## src/rtl/core/dhd_pkg.sv

```systemverilog
// Shared types and constants for the detection head decoder.
// Used by every module in rtl/core; no dependencies of its own.
`timescale 1ns / 1ps

package dhd_pkg;

    localparam int VALUE_W     = 24;   // signed Q11.12 stream value
    localparam int THR_W       = 13;
    localparam int GAIN_W      = 24;   // unsigned Q8.16
    localparam int PAD_W       = 11;
    localparam int FRAME_W     = 13;
    localparam int PIX_W       = 13;
    localparam int SCORE_W     = 23;
    localparam int CLASS_W     = 8;
    localparam int POS_W       = 8;
    localparam int FRAC_W      = 12;
    localparam int COORDS      = 4;    // cx, cy, w, h ahead of the scores
    localparam int CFG_ADDR_W  = 3;
    localparam int CFG_DATA_W  = 24;
    localparam int FIFO_DEPTH  = 4;
    localparam int DEFAULT_MAX_CLASSES = 128;

    localparam int IN_DATA_W   = 24;
    localparam int OUT_DATA_W  = 88;

    // Back-end datapath widths
    localparam int DIFF_W      = VALUE_W + 1;          // centre minus padding
    localparam int PROD_W      = DIFF_W + GAIN_W + 1;  // Q.28 products
    localparam int EDGE_W      = PROD_W + 2;           // Q.29 corners
    localparam int LOW_W       = FRAME_W + 29;         // bits that survive the output mask
    localparam int RND_SHIFT   = 29;

    localparam logic [POS_W-1:0] POS_SAT = '1;

    localparam logic [THR_W-1:0]   RST_THRESHOLD = 13'd1024;
    localparam logic [GAIN_W-1:0]  RST_GAIN      = 24'd65536;
    localparam logic [PAD_W-1:0]   RST_PAD       = '0;
    localparam logic [FRAME_W-1:0] RST_FRAME_W   = 13'd640;
    localparam logic [FRAME_W-1:0] RST_FRAME_H   = 13'd480;

    typedef enum logic [CFG_ADDR_W-1:0] {
        CFG_SCORE_THRESHOLD = 3'd0,
        CFG_INVERSE_GAIN    = 3'd1,
        CFG_PAD_LEFT        = 3'd2,
        CFG_PAD_TOP         = 3'd3,
        CFG_FRAME_WIDTH     = 3'd4,
        CFG_FRAME_HEIGHT    = 3'd5
    } t_cfg_index;

    typedef struct packed {
        logic [THR_W-1:0]   threshold;
        logic [GAIN_W-1:0]  gain;
        logic [PAD_W-1:0]   pad_left;
        logic [PAD_W-1:0]   pad_top;
        logic [FRAME_W-1:0] frame_w;
        logic [FRAME_W-1:0] frame_h;
    } t_cfg;

    typedef struct packed {
        logic [SCORE_W-1:0] score;
        logic [CLASS_W-1:0] cls;
        logic               overflow;
    } t_meta;

    typedef struct packed {
        logic signed [VALUE_W-1:0] cx;
        logic signed [VALUE_W-1:0] cy;
        logic signed [VALUE_W-1:0] w;
        logic signed [VALUE_W-1:0] h;
        t_meta                     meta;
    } t_job;

    typedef struct packed {
        logic [PIX_W-1:0] left;
        logic [PIX_W-1:0] top;
        logic [PIX_W-1:0] width;
        logic [PIX_W-1:0] height;
        t_meta            meta;
    } t_result;

endpackage

```

## src/rtl/core/dhd_fifo.sv

```systemverilog
// Short job queue between the front end and the decode pipeline.
// Show-ahead read; depends on dhd_pkg for the job type and depth.
`timescale 1ns / 1ps

module dhd_fifo (
    input  logic          i_clk,
    input  logic          i_rst_n,
    input  logic          i_push,
    input  dhd_pkg::t_job i_data,
    output logic          o_full,
    input  logic          i_pop,
    output dhd_pkg::t_job o_data,
    output logic          o_empty
);
    import dhd_pkg::*;

    localparam int PTR_W = (FIFO_DEPTH > 1) ? $clog2(FIFO_DEPTH) : 1;
    localparam int CNT_W = $clog2(FIFO_DEPTH + 1);

    t_job             r_mem [FIFO_DEPTH];
    logic [PTR_W-1:0] r_wr_ptr, r_rd_ptr;
    logic [CNT_W-1:0] r_count;
    logic             w_push, w_pop;

    assign o_full  = (r_count == CNT_W'(FIFO_DEPTH));
    assign o_empty = (r_count == '0);
    assign w_push  = i_push && !o_full;
    assign w_pop   = i_pop && !o_empty;
    assign o_data  = r_mem[r_rd_ptr];

    always_ff @(posedge i_clk) begin
        if (!i_rst_n) begin
            r_wr_ptr <= '0;
            r_rd_ptr <= '0;
            r_count  <= '0;
        end else begin
            if (w_push) begin
                r_wr_ptr <= (r_wr_ptr == PTR_W'(FIFO_DEPTH - 1)) ? '0 : r_wr_ptr + 1'b1;
            end
            if (w_pop) begin
                r_rd_ptr <= (r_rd_ptr == PTR_W'(FIFO_DEPTH - 1)) ? '0 : r_rd_ptr + 1'b1;
            end
            if (w_push && !w_pop) begin
                r_count <= r_count + 1'b1;
            end else if (w_pop && !w_push) begin
                r_count <= r_count - 1'b1;
            end
        end
    end

    always_ff @(posedge i_clk) begin
        if (w_push) begin
            r_mem[r_wr_ptr] <= i_data;
        end
    end

endmodule

```

## config.mk

```make
export PLATFORM = sky130hd
export DESIGN_NAME = dhd_fifo
export DESIGN_NICKNAME = d
export VERILOG_FILES = /design/src/rtl/core/dhd_pkg.sv /design/src/rtl/core/dhd_fifo.sv
export SDC_FILE = /design/constraint.sdc
export NUM_CORES = 1
export LEC_CHECK = 0
export CAP_MARGIN = 20
export CELL_PAD_IN_SITES_DETAIL_PLACEMENT = 0
export CELL_PAD_IN_SITES_GLOBAL_PLACEMENT = 2
export CORE_MARGIN = 2
export CORE_UTILIZATION = 50
export CTS_CLUSTER_DIAMETER = 150
export DETAILED_ROUTE_END_ITERATION = 8
export DONT_BUFFER_PORTS = 1
export PLACE_DENSITY_LB_ADDON = 0.1
export REMOVE_ABC_BUFFERS = 1
export SLEW_MARGIN = 20
export SYNTH_ARGS = -nofsm -noshare
export SYNTH_HDL_FRONTEND = slang
export SYNTH_SLANG_ARGS = --single-unit
```

## constraint.sdc

```tcl
create_clock -name i_clk -period 4.8 [get_ports i_clk]
set_input_delay 0.48 -clock i_clk [delete_from_list [all_inputs] [get_ports i_clk]]
set_output_delay 0.48 -clock i_clk [all_outputs]
set_load 0.05 [all_outputs]
```

# == After elaboration in Yosys (flattened, before gate mapping) ==
# Memory sizes are Yosys's and may differ from the RTL's. A register that Yosys moved wholly into a read port is not among the register bits.
# Index checks and enable logic that the tools add are counted.
# classes
n_addsub,4
eq_ne,3
muxes,8
reduce_logical,10
# op_table
operator,n
$mux W2,4
$mux W3,2
$add A2 B1 Y2 const B,2
$eq A2 B2 Y1 const B,2
$logic_and A1 B1 Y1,4
$logic_not A1 Y1,4
$add A3 B1 Y3 const B,1
$eq A3 B3 Y1 const B,1
$logic_not A3 Y1,1
$sub A3 B1 Y3 const B,1
$mux W1,2
$reduce_bool A2 Y1,1
# word_totals
regBits,7
mem_bits_rw,512
input_bits,132
out_inout_bits,130
word_cells,29
memories,1
# mem_list
memory,words,width,read_ports,rd_clocked_by_memory_dff,wr,line,source
r_mem,4,128,1,1,1,dhd_fifo.sv:20,t_job r_mem [FIFO_DEPTH];

# == Logic depth before layout (Yosys ltp) ==
# logic_depth
depth_word,7
mapped_depth,9
ltp_nobuf,8

# == Worst setup path before layout ==
# Ideal clock, no wire load.
# synth_timing
path_type,register to register
startpoint,reg r_count[0]
endpoint,"mem r_mem[0][0] (netlist bit), enable pin"
setup_time_ns,0.503
t_arrival_ns,3.949
required_ns,4.297
slack_ns,0.349
path_stages_with_launch,5
n_path_buf,1
path_cell_list,dfxtp_1 -> nor3b_1 -> nor2b_1 -> buf_2 -> and2_1
# synth_between
elab_chain_cells,5
# synth_lines
item,line,source
start: declaration,dhd_fifo.sv:22,logic [CNT_W-1:0] r_count;
start signal: assignment,dhd_fifo.sv:44,r_count <= r_count + 1'b1;
start signal: assignment,dhd_fifo.sv:46,r_count <= r_count - 1'b1;
$eq A3 B3 Y1,dhd_fifo.sv:25,assign o_full = (r_count == CNT_W'(FIFO_DEPTH));
via o_full,dhd_fifo.sv:10,"output logic o_full,"
$logic_not A1 Y1,dhd_fifo.sv:27,assign w_push = i_push && !o_full;
$logic_and A1 B1 Y1,dhd_fifo.sv:27,
via w_push,dhd_fifo.sv:23,"logic w_push, w_pop;"
$mux W1,dhd_fifo.sv:52,if (w_push) begin
$mux W1 (implied by the code),dhd_fifo.sv:53,r_mem[r_wr_ptr] <= i_data;
end: declaration,dhd_fifo.sv:20,
# The timed path passes the listed nets, and every way through them passes these cells.

==> impl_metrics.ini <==
[outcome]
status = completed

[cts]
cts_htree_levels = 2
clock-sinks = 521
insertion_delay_ps = 580
cts_resized = 0
clkSlewWorstSetupHoldPaths_ps = 60
clock_path_buffers = 3
numCtsBuffers = 51
cts_tree = yes
cts-root-buf = clkbuf_16

[floorplanning]
core_um2 = 37580
start_util_pct = 50.69
ios = 262
dieArea_um2 = 39670
fp.dieH_um = 199.2
die_w_um = 199.2
row_count = 71

[synth]
synth_edf_count = 512
muxShareOfSynthArea_pct = 15.29
yosysWarnings = 0
synthCells = 719
yosys.area.top_type_share_pct = 80.72
synthXorXnorAreaFrac_pct = 0.09197
syn_area_um2 = 19050
syn_area_per_cell_um2 = 26.49
synthAdderAreaFrac_pct = 0.4992
synthArstFlopShare_pct = 0
ys_seq_area_share_pct = 81.67
ys.flop_type = edfxtp_1
yosys_register_bits = 521
synth_top_family_by_area = multiplexers
synthSimpleGateAreaFrac_pct = 0.5387
yosysTopAreaCell = edfxtp_1
synth.distinct_cells = 24
synth_area_leaders = edfxtp_1, mux4_2, buf_12
synth-compound-area-share_pct = 0.1577

[worst_setup_path]
end_kind = output pin
required_ps = 4320
crit_type = flop to output pin
arrival_ps = 2680
crit_path_start_kind = flop
cp_max_fo = 49

[grt]
grt_pass1_wl_um = 53190
grt_overflow = 0
grt_max_degree = 74
grt_pass1_vias = 8737
antenna_found_initial = 3
groute.usage.overall_pct = 18.41

[finish]
fill_cells = 2653
syn_to_final_growth_pct = 17.75
final_common_cell = edfxtp_1
fin_area_um2 = 22430
instances_no_fill = 1437
regArea_um2 = 15560
mostFrequentLayoutCells = edfxtp_1, dlygate4sd3_1, mux4_2, clkbuf_16, clkbuf_1
multiInputGateArea_um2 = 3173
nets = 1022
postLayoutCoreUtil_pct = 59.68
layout-drive-gt1-share_pct = 22.73

[pwr]
power_density_nw_per_um2 = 587.9
ir_drop_uv = 399.2
p_leak_nw = 6.971
p_total_mw = 13.19

[routing]
viasPerCell = 5.500
num_vias = 7904
postRouteAntennaNets = 0
routedWlPerCell_um = 24.97
firstDrtPassIters = 6
routed_wl_um = 35880
drt-initial-drc-count = 403
drc = 0

[hold_path]
hold_path_class = input port to flop

[sta]
max_slew_margin_pct = 32.75
fin_hold_ws_ps = 49.20
timing.clock.skew_ps = 11.84
hold_violations = 0
rsz0062_at_grt = no
fmax_mhz = 316.7
worst_pin_slew_ps = 1009
setup_violations = 0
drv_slew = 0
fin_crit_sh_pct = 65.79
fin_crit_ps = 3158

[placed_design]
post_dp_cell_area_um2 = 19560
hpwl_um = 21060
place_congestion = 0.7206
io_buffer_count = 0
dp.cells = 1212

[job]
maxCapViolations = 0
[critical path, stage by stage, from the launching register on]
cell and delay (ps):
dfxtp_4 830, buf_12 440, mux4_2 750
[final timing paths]
path         slack [ps]   startpoint            end  cells past startpoint
max                1640         flop     o_data[55]                      2
min                  50      i_rst_n    r_wr_ptr[1]                      2
max reg2reg        1860   r_count[0]  r_mem[3][122]                      4
min reg2reg         510  r_wr_ptr[1]    r_wr_ptr[1]                      2
[layout make-up]
class	instances	share of cell area (%)
tap	511	2.851
sequential	521	69.39
clock buffer	71	6.215
clock inverter	23	0.7755
inverter	3	0.05021
timing repair buffer	141	6.550
multi-input combinational	165	14.15
antenna	2	0.02232
[stage by stage]
stage	TNS (ps)	setup WS, ps
2_1_floorplan	-240710	-1881
3_3_place_gp	0	1936
3_5_place_dp	0	1821
4_1_cts	0	1537
5_1_grt	0	1428
6_report	0	1642
[synthesized netlist by cell type (all sizes together) (3+ instances only)]
master,count
o21ai,3
mux2i,3
and2,5
edfxtp,512
buf,28
inv,3
dfxtp,9
nand2,6
mux4,128
ha,6
[kinds of logic after synthesis]
logic type	Yosys count
flip-flops	521
buffers and inverters	33
AO/OA/AOI/OAI	5
XOR/XNOR	2
adder cells (fa/ha/maj)	7
AND/OR/NAND/NOR	20
multiplexers	131
[flip-flops by register name (all words and copies together), names as in the netlist, named ones only]
register / flops
r_count: 3
r_mem: 512
r_rd_ptr: 2
r_wr_ptr: 2
[timing repair]
| action | CTS | global route |
|---|---|---|
| buffers inserted | 0 | 0 |
| hold endpoints to repair | 514 | 0 |
| setup endpoints to repair | 0 | 0 |
| hold buffers | 129 | 0 |
[where the power goes]
| part | switching, mW | internal (mW) |
|---|---|---|
| registers | 0.224 | 5.54 |
| logic | 2.72 | 0.972 |
| clock network | 1.55 | 2.18 |
[metal layers]
metal	routed length, um	up-vias	track usage, %
li1	-	3440	-
met4	726	2	5.141
met2	18210	204	30.84
met5	16	-	0
met3	2798	60	6.481
met1	14130	4198	22.89
Power figures use the tool's default switching activity.
