--- src/rtl/core/dhd_pkg.sv ---
// Shared types and constants for the detection head decoder.
// Used by every module in rtl/core; no dependencies of its own.
`timescale 1ns / 1ps

package dhd_pkg;

    localparam int VALUE_W     = 24;   // signed Q11.12 stream value
    localparam int THR_W       = 13;
    localparam int GAIN_W      = 24;   // unsigned Q8.16
    localparam int PAD_W       = 11;
    localparam int FRAME_W     = 13;
    localparam int PIX_W       = 13;
    localparam int SCORE_W     = 23;
    localparam int CLASS_W     = 8;
    localparam int POS_W       = 8;
    localparam int FRAC_W      = 12;
    localparam int COORDS      = 4;    // cx, cy, w, h ahead of the scores
    localparam int CFG_ADDR_W  = 3;
    localparam int CFG_DATA_W  = 24;
    localparam int FIFO_DEPTH  = 4;
    localparam int DEFAULT_MAX_CLASSES = 128;

    localparam int IN_DATA_W   = 24;
    localparam int OUT_DATA_W  = 88;

    // Back-end datapath widths
    localparam int DIFF_W      = VALUE_W + 1;          // centre minus padding
    localparam int PROD_W      = DIFF_W + GAIN_W + 1;  // Q.28 products
    localparam int EDGE_W      = PROD_W + 2;           // Q.29 corners
    localparam int LOW_W       = FRAME_W + 29;         // bits that survive the output mask
    localparam int RND_SHIFT   = 29;

    localparam logic [POS_W-1:0] POS_SAT = '1;

    localparam logic [THR_W-1:0]   RST_THRESHOLD = 13'd1024;
    localparam logic [GAIN_W-1:0]  RST_GAIN      = 24'd65536;
    localparam logic [PAD_W-1:0]   RST_PAD       = '0;
    localparam logic [FRAME_W-1:0] RST_FRAME_W   = 13'd640;
    localparam logic [FRAME_W-1:0] RST_FRAME_H   = 13'd480;

    typedef enum logic [CFG_ADDR_W-1:0] {
        CFG_SCORE_THRESHOLD = 3'd0,
        CFG_INVERSE_GAIN    = 3'd1,
        CFG_PAD_LEFT        = 3'd2,
        CFG_PAD_TOP         = 3'd3,
        CFG_FRAME_WIDTH     = 3'd4,
        CFG_FRAME_HEIGHT    = 3'd5
    } t_cfg_index;

    typedef struct packed {
        logic [THR_W-1:0]   threshold;
        logic [GAIN_W-1:0]  gain;
        logic [PAD_W-1:0]   pad_left;
        logic [PAD_W-1:0]   pad_top;
        logic [FRAME_W-1:0] frame_w;
        logic [FRAME_W-1:0] frame_h;
    } t_cfg;

    typedef struct packed {
        logic [SCORE_W-1:0] score;
        logic [CLASS_W-1:0] cls;
        logic               overflow;
    } t_meta;

    typedef struct packed {
        logic signed [VALUE_W-1:0] cx;
        logic signed [VALUE_W-1:0] cy;
        logic signed [VALUE_W-1:0] w;
        logic signed [VALUE_W-1:0] h;
        t_meta                     meta;
    } t_job;

    typedef struct packed {
        logic [PIX_W-1:0] left;
        logic [PIX_W-1:0] top;
        logic [PIX_W-1:0] width;
        logic [PIX_W-1:0] height;
        t_meta            meta;
    } t_result;

endpackage

--- src/rtl/core/dhd_front.sv ---
// Front end: takes stream values, latches the box coordinates and keeps the
// running class arg-max; queues a decode job for each anchor that passes.
// Depends on dhd_pkg.
`timescale 1ns / 1ps

module dhd_front #(
    parameter int MAX_CLASSES = dhd_pkg::DEFAULT_MAX_CLASSES
) (
    input  logic                                i_clk,
    input  logic                                i_rst_n,
    input  logic                                i_valid,
    output logic                                o_ready,
    input  logic signed [dhd_pkg::VALUE_W-1:0]  i_value,
    input  logic                                i_last,
    input  logic [dhd_pkg::THR_W-1:0]           i_threshold,
    input  logic                                i_full,
    output logic                                o_push,
    output dhd_pkg::t_job                       o_job
);
    import dhd_pkg::*;

    localparam logic [POS_W:0] CLS_LIMIT = (POS_W + 1)'(MAX_CLASSES + COORDS);

    logic [POS_W-1:0]          r_pos;
    logic [SCORE_W-1:0]        r_best;
    logic [CLASS_W-1:0]        r_cls;
    logic                      r_ovf;
    logic signed [VALUE_W-1:0] r_cx, r_cy, r_w, r_h;

    logic [POS_W-1:0]   n_pos;
    logic [SCORE_W-1:0] n_best;
    logic [CLASS_W-1:0] n_cls;
    logic               n_ovf;
    logic               w_accept;
    logic               w_is_score;
    logic               w_past_max;
    logic               w_better;

    assign o_ready  = !i_full;
    assign w_accept = i_valid && o_ready;

    always_comb begin
        w_is_score = (r_pos >= POS_W'(COORDS));
        w_past_max = (r_pos == POS_SAT) || ({1'b0, r_pos} >= CLS_LIMIT);
        w_better   = !i_value[VALUE_W-1] && (i_value[SCORE_W-1:0] > r_best);
        n_best = r_best;
        n_cls  = r_cls;
        n_ovf  = r_ovf;
        if (w_is_score) begin
            if (w_past_max) begin
                n_ovf = 1'b1;
            end else if (w_better) begin
                n_best = i_value[SCORE_W-1:0];
                n_cls  = CLASS_W'(r_pos - POS_W'(COORDS));
            end
        end
        n_pos = (r_pos == POS_SAT) ? r_pos : r_pos + 1'b1;
    end

    // a job leaves only on the last value of a full anchor that clears the threshold
    assign o_push = w_accept && i_last && w_is_score
                 && (n_best >= SCORE_W'(i_threshold));

    always_comb begin
        o_job.cx            = r_cx;
        o_job.cy            = r_cy;
        o_job.w             = r_w;
        o_job.h             = r_h;
        o_job.meta.score    = n_best;
        o_job.meta.cls      = n_cls;
        o_job.meta.overflow = n_ovf;
    end

    always_ff @(posedge i_clk) begin
        if (!i_rst_n) begin
            r_pos  <= '0;
            r_best <= '0;
            r_cls  <= '1;
            r_ovf  <= 1'b0;
        end else if (w_accept) begin
            if (i_last) begin
                r_pos  <= '0;
                r_best <= '0;
                r_cls  <= '1;
                r_ovf  <= 1'b0;
            end else begin
                r_pos  <= n_pos;
                r_best <= n_best;
                r_cls  <= n_cls;
                r_ovf  <= n_ovf;
            end
        end
    end

    always_ff @(posedge i_clk) begin
        if (w_accept) begin
            case (r_pos)
                8'd0:    r_cx <= i_value;
                8'd1:    r_cy <= i_value;
                8'd2:    r_w  <= i_value;
                8'd3:    r_h  <= i_value;
                default: ;
            endcase
        end
    end

endmodule

--- config.mk ---
export PLATFORM = sky130hd
export DESIGN_NAME = dhd_front
export DESIGN_NICKNAME = d
export VERILOG_FILES = /design/src/rtl/core/dhd_pkg.sv /design/src/rtl/core/dhd_front.sv
export SDC_FILE = /design/constraint.sdc
export NUM_CORES = 1
export LEC_CHECK = 0
export BUFFER_PORTS_ARGS = -buffer_cell sky130_fd_sc_hd__buf_4
export CAP_MARGIN = 20
export CORE_ASPECT_RATIO = 1.75
export CORE_UTILIZATION = 40
export DETAILED_ROUTE_END_ITERATION = 16
export PLACE_DENSITY = 0.6
export SLEW_MARGIN = 25
export SYNTH_ARGS = -nofsm -noshare
export SYNTH_HDL_FRONTEND = slang
export SYNTH_SLANG_ARGS = --single-unit
--- constraint.sdc ---
create_clock -name i_clk -period 10.6 [get_ports i_clk]
set_input_delay 0.53 -clock i_clk [delete_from_list [all_inputs] [get_ports i_clk]]
set_output_delay 0.53 -clock i_clk [all_outputs]
set_load 0.05 [all_outputs]
# Yosys cells after proc, flatten, opt, wreduce, memory -nomap -nowiden
# Cells that the tools add are included.
op_classes:
  n_eq_ne: 5
  reduce_logical: 14
  order_cmp: 4
  n_addsub: 2
  n_mux: 13
op_table:
  columns: ["op", "count"]
  rows:
  - ["$mux W23", 4]
  - ["$mux W8", 6]
  - ["$ge A23 B13 Y1", 1]
  - ["$gt A23 B23 Y1", 1]
  - ["$eq A8 B2 Y1 const B", 2]
  - ["$reduce_and A2 Y1", 5]
  - ["$add A8 B1 Y8 const B", 1]
  - ["$eq A8 B1 Y1 const B", 1]
  - ["$eq A8 B8 Y1 const B", 1]
  - ["$ge A8 B3 Y1 const B", 1]
  - ["$ge A8 B8 Y1 const B", 1]
  - ["$logic_not A8 Y1", 1]
  - ["$sub A8 B3 Y8 const B", 1]
  - ["$logic_and A1 B1 Y1", 5]
  - ["$mux W1", 3]
  - ["$logic_not A1 Y1", 2]
  - ["$ne A2 B2 Y1 const B", 1]
  - ["$logic_or A1 B1 Y1", 1]
word_totals:
  out_inout_bits: 130
  ff_bits: 136
  word_cells: 46

# Logic depth before layout (Yosys ltp)
depth:
  ltp_word: 7
  mapped_depth: 16
  depth_no_buf: 15

# Worst setup path before layout
# Ideal clock, no wire load.
synth_timing:
  path_type: "input -> output"
  from: "input port i_value[22] in the netlist's numbering"
  to: "output port o_push"
  t_arrival_ns: 4.998
  slack_ns: 5.072
  t_required_ns: 10.070
  stages: 15
  cell_sequence: "ha_1 nand4_1 nor4_4 o21ai_0 nand4_1 nand2_4 buf_6 mux2_1 ha_1 nand3_1 nor3_1 o31a_1 or4_1 a211oi_1 nor4_1"
synth_rtl:
  columns: ["element", "line_no", "text"]
  rows:
  - ["start: declaration", "dhd_front.sv:13", "input logic signed [dhd_pkg::VALUE_W-1:0] i_value,"]
  - ["end: declaration", "dhd_front.sv:17", "output logic o_push,"]

# Final worst setup path
layout_timing:
  from: "register r_best[22]"
  to: "output port o_push"
layout_between:
  elab_chain_cells: 7
layout_lines:
  columns: ["element", "line_no", "text"]
  rows:
  - ["start: declaration", "dhd_front.sv:25", "logic [SCORE_W-1:0] r_best;"]
  - ["start signal: assignment", "dhd_front.sv:88", "r_best <= n_best;"]
  - ["$gt A23 B23 Y1", "dhd_front.sv:45", "w_better = !i_value[VALUE_W-1] && (i_value[SCORE_W-1:0] > r_best);"]
  - ["$logic_and A1 B1 Y1", "dhd_front.sv:45", null]
  - ["$mux W23", "dhd_front.sv:52", "end else if (w_better) begin"]
  - ["$mux W23", "dhd_front.sv:50", "if (w_past_max) begin"]
  - ["$mux W23 *", "dhd_front.sv:49", "if (w_is_score) begin"]
  - ["$ge A23 B13 Y1 *", "dhd_front.sv:62", "&& (n_best >= SCORE_W'(i_threshold));"]
  - ["$logic_and A1 B1 Y1 *", "dhd_front.sv:62", null]
# Every way passes the cells marked *; elsewhere a longest branch is shown, timed or not.

==> key figures <==
Critical path
  – Critical path class: flip-flop to primary output
  – CP max stage cell: or4_1
  – Crit path launch type: flip-flop
  – CP Data Required Time: around 10000 ps
  – CP max stage delay: roughly 530 ps
  – Worst-path cell chain: inv_1 -> ha_1 -> nand4_1 -> nor4_4 -> o21ai_0 -> nand4_1 -> nand2_4 -> mux2_4 -> ha_1 -> a21oi_1 -> a21boi_0 -> o31a_1 -> or4_1 -> nor4_1 -> nor4_1 -> buf_4
  – Crit Path Max Fanout: 35
  – Buf+Inv Stages, Crit Path: 2
  – CP top delay family: simple AND/OR/NAND/NOR gates
  – CP arrival: between 5000 and 6000 ps
  – Setup crit end kind: primary output

Synthesis
  – Share of flip-flops with an asynchronous set or reset: 0%
  – Yosys Warn Count: 0
  – Prevailing post-synth register cell: edfxtp_1
  – Compound-cell area share of the yosys netlist: about a tenth
  – Syn Std Cell Area: 0.006146 sq mm
  – Synth Instances: ~450
  – XOR/XNOR Fraction of Synth Area: 1.283%
  – Post-synth EDFFs: 96
  – Post-synthesis adder-cell area fraction: between 8 and 9%
  – Mux share of post-synthesis cell area: under 10%
  – Flops & latches, synth: around 140
  – Post-Synth Simple-Gate Area: approximately 8.4%
  – Avg Synthesized Cell Area: about 14 sq um
  – Netlist cell types: between 50 and 60
  – Largest family of logic cells by synthesized area: compound AO/OA/AOI/OAI gates
  – Seq/Total Area, Yosys: roughly 60%
  – Post-Synthesis Net Count: between 500 and 600

Routing
  – Final ANT Viol Nets: 0
  – WL/cell: between 15 and 20 microns
  – TritonRoute pass-1 iters: 4
  – Vias: between 4000 and 5000
  – Total Wirelength: 15.98 mm
  – Initial drt markers: between 150 and 200
  – Via density per instance: between 5 and 6
  – DRC viols: 0

Finish
  – Commonest non-fill, non-tap cell in the layout: buf_4
  – Antenna diodes: 0
  – Share of cells above drive strength 1: between 30% and 40%
  – P&R area growth vs syn: 32.86%
  – Fill count: around 1300
  – Commonest cells after routing, fill and taps aside: 176 x buf_4, 96 x edfxtp_1, 44 x ha_1
  – Layout Nets: between 700 and 800

STA
  – Fmax: 177.7 MHz
  – Final Hold Fails: 0
  – Fin. max-slew vios: 0
  – Min cycle time layout: 5627 ps
  – Minimum hold slack: around 340 ps
  – Tcrit/Tclk final: between 50% and 60%
  – Clock skew: between 6 and 7 ps
  – Final setup viols: 0
  – Slew headroom: around 51%
  – RSZ-0062 raised after global routing: false
  – Setup TNS: 0 ps
  – Slew @ Worst Pin: approximately 730 ps

CTS
  – Clk slew on worst S/H paths: 60 ps
  – TritonCTS clock tree: done
  – Postcts setup bufs: 0
  – CTS max path bufs: 2
  – Worst skew pair latency: 420 ps
  – Clock sink total: between 100 and 150
  – H-tree level count: 4
  – Post-cts sizing count: 0
  – Clock root cell: clkbuf_16
  – Hold buffer count at CTS: 0
  – TritonCTS buffer count: 17

Floorplanning
  – Die area: between 0.015 and 0.02 sq mm
  – # rows: around 60
  – Die H: 166.0 microns
  – Starting Density: approximately 41%
  – Core area: between 0.01 and 0.015 sq mm
  – Num ports: roughly 170
  – Die width: between 90 and 100 microns

Run status
  – Outcome: complete, no violations

Flow run
  – Maxcap violations: 0

GRT
  – GRT Util Overall: about a fifth
  – Global-route wire length before repair: around 24 mm
  – Gr ovfl total: 0
  – Pin count of the biggest net entering global routing: 36
  – Initial antenna violation count: 0
  – Vias in the first global route: 4359

Place
  – IO Port Bufs: 171
  – Post-DP HPWL: roughly 12 mm
  – Gpl congestion: about 0.86

Power
  – Leakage: ~0.0033 uW
  – Peak supply drop: 105.5 uV
  – Power per cell area: ~150 mW/mm^2

Worst hold path
  – Min-delay worst type: input port to flip-flop
-- final cells by class --
type,instances,area [sq um],area share (%)
Clock buffer,17,425.4,5.210
Clock inverter,15,153.9,1.885
Inverter,42,157.7,1.931
Multi-Input combinational cell,258,2195,26.88
Sequential cell,136,3684,45.11
Tap cell,183,229.0,2.804
Timing Repair Buffer,176,1321,16.18
-- metrics by stage --
stage	utilization, %	power (uW)	area [sq um]	setup WS, ps	std cells
2_1_floorplan	-	629.9	6146	5072	453
3_3_place_gp	50.82	666.8	7579	5275	795
3_5_place_dp	50.82	668.0	7579	5226	795
4_1_cts	54.71	1242	8158	5045	827
5_1_grt	54.76	1270	8165	4690	827
6_report	54.76	1231	8165	4973	827
-- kinds of logic (layout without fill, tap and decap cells) --
family,after synthesis,after routing
DFF,136,136
and+or+nand+nor,92,92
AOI/OAI and AO/OA,83,83
buffers and inverters,59,250
adders and majority gates,44,44
muxes,30,30
xor gates and xnor gates,9,9
-- flip-flops by register name (all words and copies together) (netlist names) --
signal,flops
r_w,24
r_pos,8
r_best,23
r_ovf,1
r_cy,24
r_cls,8
r_cx,24
r_h,24
-- metal layers --
layer  wire (microns)  vias up  track usage [%]
li1                 -     2060                -
met1             5591     2124            20.47
met2             9160      134            39.50
met3              699       29            4.670
met4              529        0            9.474
met5                0        -                0
-- power breakdown --
group	switching, uW	internal [uW]	leakage, uW
sequential	1.84	575	0.00119
combinational	54.3	25.9	0.00184
clock	244	331	0.000276
-- cell usage after synthesis, types with 2 or more instances --
cell type / instances / area [sq um]
buf_2: 4 / 20.02
edfxtp_1: 96 / 2883
nand3_1: 6 / 30.03
inv_1: 42 / 157.7
nor4_1: 7 / 43.79
and2_1: 6 / 37.54
and4_1: 2 / 17.52
o21a_1: 2 / 15.01
mux2i_1: 4 / 40.04
a21o_1: 4 / 30.03
nor2b_1: 2 / 12.51
a31oi_1: 2 / 12.51
nor3_1: 8 / 40.04
nor2_1: 20 / 75.07
o311ai_1: 3 / 26.28
o31ai_1: 3 / 22.52
mux2_4: 20 / 300.3
a21oi_1: 18 / 90.09
xor2_1: 3 / 26.28
ha_1: 44 / 550.5
clkbuf_1: 6 / 22.52
buf_6: 6 / 67.56
nand2b_1: 2 / 12.51
nor3b_1: 2 / 15.01
xnor2_1: 6 / 52.55
a32o_1: 23 / 230.2
nand4_1: 10 / 62.56
a211oi_1: 2 / 15.01
mux2_2: 5 / 56.30
dfxtp_1: 40 / 800.8
o21ai_0: 16 / 80.08
nand2_1: 17 / 63.81
-- worst reg2reg max path: stages (launching register included) --
cell	delay [ps]
dfxtp_1	380
inv_1	60
ha_1	290
nand4_1	230
nor4_4	440
o21ai_0	180
nand4_1	290
nand2_4	380
o311ai_1	420
-- final timing paths --
kind / depth (start not counted) / slack (ps) / startpoint / endpoint
setup reg to reg: 8 / 7840 / r_best[22] / r_cls[1]
hold reg to reg: 2 / 460 / r_ovf / r_ovf
hold / removal: 1 / 340 / i_value[6] / r_cy[6]
setup / recovery: 16 / 4970 / r_best[22] / o_push
Note: power is estimated with default switching activity, not from simulation.
